<file path="config.mk">
export PLATFORM = sky130hd
export DESIGN_NAME = drn_cell
export DESIGN_NICKNAME = d
export VERILOG_FILES = /design/src/rtl/drn_pkg.sv /design/src/rtl/drn_cell.sv
export SDC_FILE = /design/constraint.sdc
export NUM_CORES = 1
export LEC_CHECK = 0
export BUFFER_PORTS_ARGS = -buffer_cell sky130_fd_sc_hd__clkbuf_2
export CAP_MARGIN = 30
export CORE_AREA = 2 2 127 221
export DETAILED_ROUTE_END_ITERATION = 16
export DIE_AREA = 0 0 129 223
export GPL_TIMING_DRIVEN = 0
export PLACE_DENSITY = 0.63
export SYNTH_ARGS = -nofsm -noshare
export SYNTH_HDL_FRONTEND = slang
export SYNTH_SLANG_ARGS = --single-unit
</file>
<file path="constraint.sdc">
create_clock -name clock -period 2.69 [get_ports clock]
set_input_delay 0.269 -clock clock [delete_from_list [all_inputs] [get_ports clock]]
set_output_delay 0.269 -clock clock [all_outputs]
set_load 0.01 [all_outputs]
</file>
<file path="src/rtl/drn_pkg.sv">
// ----------------------------------------------------------------------------
// drn_pkg - shared types and constants for the director rotate/normalize core
// Word layouts, CORDIC datapath widths and the arctangent table.
// ----------------------------------------------------------------------------
package drn_pkg;

   localparam int DirWidth    = 18;
   localparam int AngleWidth  = 16;
   localparam int CordWidth   = 34;   // Q2.30 plus growth headroom
   localparam int TableLen    = 31;
   localparam int InScaleBits = 12;
   localparam int DefFracBits = 16;
   localparam int DefSteps    = 16;

   localparam int ReqDataWidth = 56;  // 52 used bits, padded to bytes
   localparam int RspDataWidth = 40;  // 36 used bits, padded to bytes

   localparam logic signed [CordWidth-1:0] InvGainQ30 = 34'sd652032874;

   localparam logic [0:0] AddrApplyAll = 1'b0;

   typedef struct packed {
      logic                        sel;
      logic                        zero;
      logic signed [DirWidth-1:0]  orig_x;
      logic signed [DirWidth-1:0]  orig_y;
      logic [AngleWidth-1:0]       angle;
   } side_type;

   function automatic logic [31:0] atan_turns(input int idx);
      logic [31:0] val;
      case (idx)
         0:  val = 32'h20000000;
         1:  val = 32'h12E4051E;
         2:  val = 32'h09FB385B;
         3:  val = 32'h051111D4;
         4:  val = 32'h028B0D43;
         5:  val = 32'h0145D7E1;
         6:  val = 32'h00A2F61E;
         7:  val = 32'h00517C55;
         8:  val = 32'h0028BE53;
         9:  val = 32'h00145F2F;
         10: val = 32'h000A2F98;
         11: val = 32'h000517CC;
         12: val = 32'h00028BE6;
         13: val = 32'h000145F3;
         14: val = 32'h0000A2FA;
         15: val = 32'h0000517D;
         16: val = 32'h000028BE;
         17: val = 32'h0000145F;
         18: val = 32'h00000A30;
         19: val = 32'h00000518;
         20: val = 32'h0000028C;
         21: val = 32'h00000146;
         22: val = 32'h000000A3;
         23: val = 32'h00000051;
         24: val = 32'h00000029;
         25: val = 32'h00000014;
         26: val = 32'h0000000A;
         27: val = 32'h00000005;
         28: val = 32'h00000003;
         29: val = 32'h00000001;
         30: val = 32'h00000001;
         default: val = 32'h00000000;
      endcase
      return val;
   endfunction

endpackage

</file>
<file path="src/rtl/drn_cell.sv">
// ----------------------------------------------------------------------------
// drn_cell - one CORDIC micro-rotation stage
// Vectoring or rotation step at a fixed shift, registered, with sideband.
// ----------------------------------------------------------------------------
module drn_cell #(
   parameter int SHIFT     = 0,
   parameter bit VECTORING = 1'b1
) (
   input  logic                                     clock,
   input  logic                                     reset,
   input  logic                                     adv,
   input  logic                                     in_vld,
   input  logic signed [drn_pkg::CordWidth-1:0]     in_x,
   input  logic signed [drn_pkg::CordWidth-1:0]     in_y,
   input  logic signed [drn_pkg::CordWidth-1:0]     in_z,
   input  drn_pkg::side_type                        in_side,
   output logic                                     out_vld,
   output logic signed [drn_pkg::CordWidth-1:0]     out_x,
   output logic signed [drn_pkg::CordWidth-1:0]     out_y,
   output logic signed [drn_pkg::CordWidth-1:0]     out_z,
   output drn_pkg::side_type                        out_side
);
   import drn_pkg::*;

   localparam logic signed [CordWidth-1:0] Atan =
      CordWidth'(signed'({1'b0, atan_turns(SHIFT)}));

   logic                         vld_ff;
   logic signed [CordWidth-1:0]  x_ff, y_ff, z_ff, x_in, y_in, z_in;
   logic signed [CordWidth-1:0]  sx, sy;
   side_type                     side_ff;
   logic                         ccw;

   always_comb begin
      sx  = in_x >>> SHIFT;
      sy  = in_y >>> SHIFT;
      // vectoring drives y to zero, rotation drives z to zero
      ccw = VECTORING ? in_y[CordWidth-1] : !in_z[CordWidth-1];
      if (ccw) begin
         x_in = in_x - sy;
         y_in = in_y + sx;
         z_in = in_z - Atan;
      end else begin
         x_in = in_x + sy;
         y_in = in_y - sx;
         z_in = in_z + Atan;
      end
   end

   always_ff @(posedge clock) begin
      if (reset) begin
         vld_ff <= 1'b0;
      end else if (adv) begin
         vld_ff <= in_vld;
      end
   end

   always_ff @(posedge clock) begin
      if (adv) begin
         x_ff    <= x_in;
         y_ff    <= y_in;
         z_ff    <= z_in;
         side_ff <= in_side;
      end
   end

   assign out_vld  = vld_ff;
   assign out_x    = x_ff;
   assign out_y    = y_ff;
   assign out_z    = z_ff;
   assign out_side = side_ff;

endmodule

</file>
==> metrics, run 1 <==
status=finished, final reports clean; first-pass GRT wire length=57,770 um; Worst Hold Depth=1; pre-CTS setup slack=-0.8965 ns; Worst Skew=0 ns; critical path's slowest cell=buf_1; die height=223 um; final period utilization=0.9912; die width=129 um; final hold violations=0; power share of the clock group=0.306; Finished Core Util=0.5374; fillers=2,502; Skew-Pair Late Insertion Delay=0.44 ns; Switching Share=0.3281; FF-to-FF End=out_vld; layout cells sized above 1=0.2963; Crit path arrival time=about 2.8 ns; Synth top area share=0.4369; Hold Path End=out_side[10]; worst hold-check path type=in -> reg; CP most frequent cell=clkbuf_1; number of routed nets with antenna violations=0; top-count cell post-synth=edfxtp_1; clock transition at the registers of the reported paths=0.06 ns; Syn Inst Count=1,077; top cells by area, synth=edfxtp_1 44%, ha_1 12%, a21oi_1 5.6%, xnor2_1 4.9%, inv_1 3.7%; Post-Syn Area=about 11,000 um2; worst rel slew slack=0.4041; commonest cells in the netlist=155 x edfxtp_1, 119 x a21oi_1, 104 x inv_1; Critical Path RT=about 2.9 ns; Worst Setup Start Kind=input pin; PD cells=552.4 nW/um2; vias in the first global route=10.40k; die area=28,770 um2; CTS Sinks=156; Pleak=6.430 nW; leading area contributor after synthesis=edfxtp_1; CP peak stage delay=around 0.73 ns; cells on worst reg2reg path=2; Synth-to-Final Area Change=36.82%; total congestion overflow=0; RSZ-0062 raised after global routing=false; Crit. End Element=flop; combinational power share=0.305; WL met2=20,570 um; DRT met1 WL=13,490 um; Port Buffers=around 320; max-cap viol count=0; maximum root-to-sink buffer count=2; flop2flop setup slack=2.09 ns; main flop type after synthesis=edfxtp_1; net load switching power=2.642 mW; clock root buffer=clkbuf_16; Max H-tree Level=4; Reg2Reg Launch Point=out_vld; final antenna diode count=0; layout net count=1,765; GP Congestion=between 0.9 and 1; fin crit period=2.666 ns; number of library cell types mapped by synthesis=72; crit path max fanout=10; total number of vias=just over 10k; Initial Util=0.3928; DR WL met3=about 2100 um; # setup viols final=0; post-detail-place hpwl=29,440 um; TritonRoute pass-1 iters=5; Ports=317; row cnt=80; CTS tree=built; Detailed Route Iter0 Violations=648; detail-routed via count per cell=5.367; Yosys warnings=0; slack of the critical path=0.02362 ns; sequential share of power=0.389; Pint=5.410 mW; CP Cell Sequence=clkbuf_2 > clkbuf_1 > clkbuf_1 > buf_1 > a31oi_1 > xnor2_1; core area=27,130 um2; largest net degree at the start of global routing=118; GRT Total Usage=0.2660; WL/cell=around 21 um; Top Layer Used=met4; Crit Path Category=in -> reg; Peak VDD IR=464.8 uV; Syn Area/Cell=9.892 um2; DRC viols=0; slew of the pin with the lowest slew margin=0.8938 ns; Post-synth EDFFs=roughly 160; max-slew violations=0; initial antenna violation count=0; worst hold start=in_side[10]; FFs w/ async S/R, synth=0; Net Count, Synth=~1.3k; cts bufs inserted=17; final wirelength=38,780 um; Seq cells post-synth=156; post-synthesis sequential area ratio=0.4388; FMAX=around 380 MHz
==> stage by stage <==
| stage | hold WS, ns | power, mW | area, um2 | instances | TNS (ns) |
|---|---|---|---|---|---|
| after floorplan | 0.3414 | 4.438 | 10680 | 1077 | 0 |
| after global placement | 0.4327 | 5.364 | 12730 | 1762 | -144.37 |
| after detailed placement | 0.4345 | 5.374 | 12760 | 1763 | -22.56 |
| after CTS | 0.0004617 | 7.977 | 14240 | 1874 | -0.01457 |
| after global routing | 0.004864 | 8.393 | 14580 | 1881 | 0 |
| final | 0.01624 | 8.052 | 14580 | 1881 | 0 |
==> what timing repair did <==
| action | in CTS | in global routing |
|---|---|---|
| gates resized for setup | 26 | 82 |
| hold buffers | 77 | 0 |
| pin swaps | 1 | 32 |
| setup endpoints to repair | 28 | 27 |
| hold endpoints to repair | 77 | 0 |
| buffers inserted | 2 | 12 |
==> critical path, delay by kind of cell <==
kind                      cells  cell delay [ns]
xor gates and xnor gates      1             0.24
AOI/OAI and AO/OA             1             0.35
buffers and inverters         4             1.97
==> area by class of cell <==
type	count	area (um2)	area share
clock inverters	14	155.1	0.01064
plain buffers	40	192.7	0.01322
repair buffers	409	2547	0.1748
inverters	110	422.9	0.02901
well taps	369	461.7	0.03167
clock buffers	18	429.2	0.02944
flip-flops and latches	156	4674	0.3207
multi-input cells	765	5693	0.3906
==> flip-flops by register name (all words and copies together) (netlist names) <==
name and count:
out_vld 1, out_y 33, out_z 34, out_side 54, out_x 34
==> cell usage in the layout, fill, tap and decap left out, types with 7 or more instances in the layout <==
master and count:
a31oi_1 12, a21o_1 23, buf_2 11, buf_4 18
xor2_1 9, inv_1 101, nor2_1 74, a21oi_2 7
o21bai_1 25, dlygate4sd3_1 77, clkbuf_1 17, or3_1 7
edfxtp_1 155, nand2b_1 8, xnor2_1 59, a21oi_1 110
clkbuf_16 17, o21a_1 10, nor2b_1 9, clkbuf_2 309
o21ai_0 68, mux2i_1 14, nand2_1 50, ha_1 97
and2_1 7, nand3_1 17, nor3_1 19, nand4_1 12
==> worst max-delay path by stage <==
stage,startpoint,endpoint,slack (ns),cells after the start
after floorplan,in_x[5],out_x[22],0.04,12
after global placement,in_x[8],out_y[32],-0.89,11
after detailed placement,in_x[8],out_y[32],-0.90,11
after CTS,in_x[4],out_x[32],-0.01,13
after global routing,in_x[6],out_y[22],0.008,13
final,in_y[33],out_x[19],0.02,6
==> power by group through the flow <==
| stage | clock (mW) | combinational, mW | sequential (mW) |
|---|---|---|---|
| floorplan | 0 | 1.10 | 3.34 |
| global placement | 0 | 2.18 | 3.19 |
| detailed placement | 0 | 2.19 | 3.18 |
| CTS | 2.51 | 2.34 | 3.13 |
| global route | 2.58 | 2.65 | 3.16 |
| finish | 2.46 | 2.46 | 3.13 |
==> per-layer routing <==
layer  global-route usage  vias up
li1                     -     4731
met1               0.2702     4764
met2               0.4938      469
met3              0.03885      132
met4               0.1732        0
met5                    0        -
==> cell families after synthesis <==
group	count (synthesis)	synth area share
AO/OA/AOI/OAI	342	0.2008
XOR/XNOR	68	0.05590
adder cells (fa/ha/maj)	106	0.1273
buffers and inverters	156	0.05778
flip-flops	156	0.4388
multiplexers	15	0.01409
AND/OR/NAND/NOR	234	0.1053
(Power assumes the default switching activity.)
==> run 2, diff against run 1 <==
GPL_TIMING_DRIVEN = not set   (was 0)
HOLD_SLACK_MARGIN = 0.05   (was not set)
==> metrics, run 2 (synthesis results as in run 1) <==
DRC viols=0 (unchanged); CP peak stage delay=0.32 ns (-0.41 ns); post-route insts no fill=2,070 (+10%); CP endpoint=out_y[27]; first-pass GRT wire length=59,660 um (+3.3%); vias in the first global route=11.09k (+6.6%); Critical Path RT=2.88 ns (+0.02 ns); sequential share of power=0.379 (-0.010); met1 usage=0.2613 (-0.008809); met3 Usage GRT=0.04005 (+0.001199); clock transition at the registers of the reported paths=0.06 ns (about the same); max-slew violations=0 (unchanged); commonest cells after routing, fill and taps aside=314 x clkbuf_2, 237 x buf_4, 155 x edfxtp_1; FF-to-FF End=out_vld; Skew-Pair Late Insertion Delay=0.43 ns (about the same); TritonRoute pass-1 iters=5 (unchanged); die width=129 um (unchanged); Detailed Route Iter0 Violations=546 (-16%); status=finished, final reports clean; Crit Path Category=in -> reg; Crit path arrival time=2.82 ns (-0.02 ns); Final Cell Area=15,840 um2 (+8.6%); # setup viols final=0 (unchanged); RSZ-0062 raised after global routing=false; crit path max fanout=9 (-1); initial antenna violation count=1 (+1); pre-CTS setup slack=-0.4648 ns (+0.4317 ns); Peak VDD IR=448.7 uV (-3.5%); core area=27,130 um2 (unchanged); row cnt=80 (unchanged); leading cell type in the layout, fill and taps excluded=clkbuf_2; power share of the clock group=0.293 (-0.013); PD cells=525.0 nW/um2 (-5.0%); largest net degree at the start of global routing=87 (-26%); detail-routed via count per cell=5.120 (-4.6%); worst hold-check path type=in -> reg; final wirelength=39,650 um (+2.3%); Initial Util=0.3928 (unchanged); final period utilization=0.9773 (-0.01387); maximum root-to-sink buffer count=2 (unchanged); number of routed nets with antenna violations=0 (unchanged); clock root buffer=clkbuf_16; die area=28,770 um2 (unchanged); combinational power share=0.328 (+0.023); cells on worst reg2reg path=2 (unchanged); Worst Skew=0 ns (unchanged); placed cell area=14,370 um2 (+13%); Max H-tree Level=4 (unchanged); WL/cell=19.16 um (-7.1%); max-cap viol count=0 (unchanged); CP Cell Sequence=clkbuf_2 > inv_1 > ha_1 > buf_4 > a21oi_1 > o21ai_0 > a21oi_1 > o21ai_0 > a21oi_1 > o311ai_1 > buf_4 > a21boi_0 > xnor2_1; layout net count=1,954 (+11%); fillers=2,402 (-4.0%); Synth-to-Final Area Change=48.64%; max reg flops=54 (unchanged); post-placement cell count=1,956 (+11%); Port Buffers=316 (unchanged); Post CTS Setup Buffer Count=0 (-2); CTS tree=built; FMAX=380.4 MHz (+1.4%); final hold slack=0.08140 ns (+0.06516 ns); die height=223 um (unchanged); GP Congestion=0.9299 (-3.4%); slack of the critical path=0.06094 ns (+0.03732 ns); Crit. End Element=flop; final hold violations=0 (unchanged); GRT Total Usage=0.2747 (+0.008661); Ports=317 (unchanged); net load switching power=2.640 mW (about the same); post-detail-place hpwl=31,020 um (+5.4%); total congestion overflow=0 (unchanged); most used routing layer in global routing=met2; setup TNS=0 ns (unchanged); Switching Share=0.3176 (-0.01056); Setup crit start=in_x[22]; met2 Usage GRT=0.5194 (+0.02560); Worst Setup Start Kind=input pin; cts bufs inserted=17 (unchanged); Reg2Reg Launch Point=out_vld; critical path's slowest cell=a21oi_1; slew of the pin with the lowest slew margin=0.7056 ns (-0.1882 ns); worst rel slew slack=0.5256 (+0.1214); CP most frequent cell=a21oi_1; layout cells sized above 1=0.3612 (+0.06488); Pleak=7.371 nW (+15%); Pint=5.673 mW (+4.9%); CTS Sinks=156 (unchanged); flop2flop setup slack=2.08 ns (about the same); total number of vias=10.60k (+5.0%); fin crit period=2.629 ns (-0.03732 ns)
run 2: cell type report:
class / count / area [um2] / area share
multi-input combinational: 765 / 5451 / 0.3442
sequential: 156 / 4674 / 0.2952
timing repair buffer: 638 / 4248 / 0.2682
tap: 369 / 461.7 / 0.02915
clock buffer: 18 / 429.2 / 0.02710
inverter: 110 / 412.9 / 0.02607
clock inverter: 13 / 156.4 / 0.009876
antenna: 1 / 2.502 / 0.0001580
run 2: timing repair:
action,CTS,global route
endpoints found under the setup margin,1,16
pin swaps,0,4
endpoints found under the hold margin,82,0
hold buffers,82,0
gates resized for setup,1,17
run 2: metal layers:
metal / part of all wire / vias to the layer above
met3: 0.049 / 125
met5: 0 / -
li1: - / 5107
met2: 0.54 / 427
met4: 0.074 / 0
met1: 0.34 / 4939
run 2: critical path, delay by kind of cell:
kind | cells | cell delay, ns
buffers and inverters | 4 | 0.50
AO/OA/AOI/OAI | 7 | 1.59
adder cells (fa/ha/maj) | 1 | 0.30
XOR/XNOR | 1 | 0.15
run 2: power by group through the flow:
stage               registers, mW  logic, mW  clock network, mW
finish                       3.15       2.72               2.44
global route                 3.18       2.95               2.58
CTS                          3.15       2.69               2.48
detailed placement           3.20       2.58                  0
global placement             3.19       2.57                  0
floorplan                    3.34       1.10                  0
run 2: per-stage QoR:
step	utilization	total power [mW]
2_1_floorplan	-	4.438
3_5_place_dp	0.5298	5.774
4_1_cts	0.5817	8.320
6_report	0.5838	8.313
5_1_grt	0.5838	8.707
3_3_place_gp	0.5298	5.758
run 2: worst min-delay path by stage:
| stage | startpoint | endpoint | slack, ns | cells past startpoint |
|---|---|---|---|---|
| 4_1_cts | in_z[24] | out_z[24] | 0.07 | 1 |
| 6_report | in_z[8] | out_z[8] | 0.08 | 1 |
| 3_3_place_gp | reset | out_vld | 0.43 | 2 |
| 2_1_floorplan | reset | out_vld | 0.34 | 1 |
| 3_5_place_dp | reset | out_vld | 0.45 | 2 |
| 5_1_grt | in_z[8] | out_z[8] | 0.06 | 1 |
==> run 3, diff against run 2 <==
CORE_AREA = 2 2 116 203   (was 2 2 127 221)
DIE_AREA = 0 0 118 205   (was 0 0 129 223)
PLACE_DENSITY = 0.74   (was 0.63)
==> metrics, run 3 (synthesis results as in run 1) <==
status=finished, final reports clean; maximum root-to-sink buffer count=2 (unchanged); number of routed nets with antenna violations=0 (unchanged); Max H-tree Level=4 (unchanged); # setup viols final=0 (unchanged); PD cells=520.9 nW/um2 (-0.76%); final wirelength=40,390 um (+1.8%); Peak VDD IR=317.3 uV (-29%); max-cap viol count=0 (unchanged); largest net degree at the start of global routing=86 (-1.1%); detail-routed via count per cell=5.468 (+6.8%); Top Layer Used=met4; Crit path arrival time=2.80 ns (-0.02 ns); Hold Path End=out_vld; clock root buffer=clkbuf_16; TritonRoute pass-1 iters=5 (unchanged); post-layout total power=8.197 mW (-1.4%); fin crit period=2.623 ns (-0.006519 ns); worst hold-check path type=in -> reg; final hold violations=0 (unchanged); Detailed Route Iter0 Violations=659 (+21%); Synth-to-Final Area Change=47.69%; CTS tree=built; final period utilization=0.9749 (-0.002424); core area=22,560 um2 (-17%); slew of the pin with the lowest slew margin=0.5109 ns (-0.1948 ns); die area=24,190 um2 (-16%); layout cells sized above 1=0.3607 (-0.0004432); initial antenna violation count=2 (+1); worst rel slew slack=0.6558 (+0.1303); CTS Sinks=156 (unchanged); Finished Core Util=0.6975 (+0.1137); Critical Path RT=2.87 ns (about the same); Worst Skew=0 ns (unchanged); cts bufs inserted=17 (unchanged); FMAX=381.3 MHz (+0.25%); fillers=1,743 (-27%); DRC viols=0 (unchanged); Crit. End Element=flop; Worst Setup Start Kind=input pin; Skew-Pair Late Insertion Delay=0.44 ns (about the same); Worst Hold Depth=2 (+1); clock transition at the registers of the reported paths=0.06 ns (about the same); max-slew violations=0 (unchanged); Initial Util=0.4722 (+0.07948); GRT Total Usage=0.3287 (+0.05399); die height=205 um (-8.1%); FF-to-FF End=out_vld; Pleak=7.331 nW (-0.54%); total congestion overflow=0 (unchanged); first-pass GRT wire length=60,290 um (+1.0%); total number of vias=10.90k (+2.8%); flop2flop setup slack=2.06 ns (-0.02 ns); layout net count=1,944 (-0.51%); worst hold start=reset; GP Congestion=1.011 (+8.7%); WL met2=22,040 um (+2.9%); RSZ-0062 raised after global routing=false; post-detail-place hpwl=30,730 um (-0.95%); Reg2Reg Launch Point=out_vld; Crit Path Category=in -> reg; DRT met1 WL=13,330 um (-0.28%); DR WL met3=2007 um (+3.6%); cells on worst reg2reg path=2 (unchanged); WL/cell=20.26 um (+5.8%); die width=118 um (-8.5%); row cnt=73 (-8.8%); leading cell type in the layout, fill and taps excluded=clkbuf_2; max reg flops=54 (unchanged); commonest cells after routing, fill and taps aside=315 x clkbuf_2, 225 x buf_4, 155 x edfxtp_1; Port Buffers=316 (unchanged); crit path max fanout=14 (+5); Ports=317 (unchanged); vias in the first global route=11.14k (+0.43%)
-- run 3: changes by cell type in the layout (fill, tap and decap cells not counted), moves of 3 or more --
cell	previous run	this run
inv_8	1	4
o311ai_1	3	0
buf_4	237	225
o311ai_0	2	5
-- run 3: worst max-delay path by stage --
stage	start	to	cells past startpoint
final	in_x[17]	out_y[32]	12
after global routing	in_x[4]	out_x[22]	12
after CTS	in_x[7]	out_y[32]	14
after detailed placement	in_x[7]	out_y[32]	14
after global placement	in_x[7]	out_y[32]	14
after floorplan	in_x[5]	out_x[22]	12
-- run 3: final cells by class --
| cell class | count | area, um2 | area share |
|---|---|---|---|
| multi-input combinational | 765 | 5524 | 0.3511 |
| sequential | 156 | 4674 | 0.2971 |
| timing repair buffer | 628 | 4188 | 0.2661 |
| clock buffer | 17 | 425.4 | 0.02704 |
| inverter | 110 | 412.9 | 0.02624 |
| tap | 300 | 375.4 | 0.02385 |
| clock inverter | 15 | 130.1 | 0.008270 |
| antenna | 2 | 5.005 | 0.0003181 |
-- run 3: repair_timing --
item | in CTS | in global routing
setup endpoints to repair | 3 | 15
resized for setup | 5 | 22
buffers inserted | 0 | 1
gates cloned | 0 | 0
hold endpoints to repair | 81 | 2
hold buffers | 81 | 2
pin swaps | 0 | 6
-- run 3: per-stage QoR --
step,setup WS (ns),hold slack [ns],cells,cell area (um2),TNS [ns]
detailed placement,-0.7164,0.4477,1875,14210,-9.641
global placement,-0.7002,0.4454,1875,14210,-8.575
CTS,0.02654,0.05168,1988,15590,0
floorplan,0.03753,0.3414,1077,10680,0
global route,0.001924,0.07873,1993,15740,0
finish,0.06746,0.06862,1993,15740,0
-- run 3: layer usage --
| metal | vias to the layer above | GRT usage |
|---|---|---|
| met2 | 503 | 0.6366 |
| li1 | 5103 | - |
| met3 | 161 | 0.04900 |
| met4 | 0 | 0.2362 |
| met5 | - | 0 |
| met1 | 5130 | 0.3097 |
-- run 3: where the power goes --
| part | internal, mW | switching [mW] | total (mW) |
|---|---|---|---|
| Combinational | 1.23 | 1.52 | 2.74 |
| Sequential | 3.05 | 0.112 | 3.16 |
| Clock | 1.21 | 1.08 | 2.29 |
-- run 3: worst max-delay path: stages --
cell       delay, ns
clkbuf_2        0.09
inv_1           0.04
ha_1            0.30
buf_4           0.20
a2111oi_1       0.51
buf_4           0.19
nand2_1         0.05
o22a_1          0.25
a41o_1          0.29
nor4_1          0.31
a211oi_2        0.11
xnor2_1         0.18
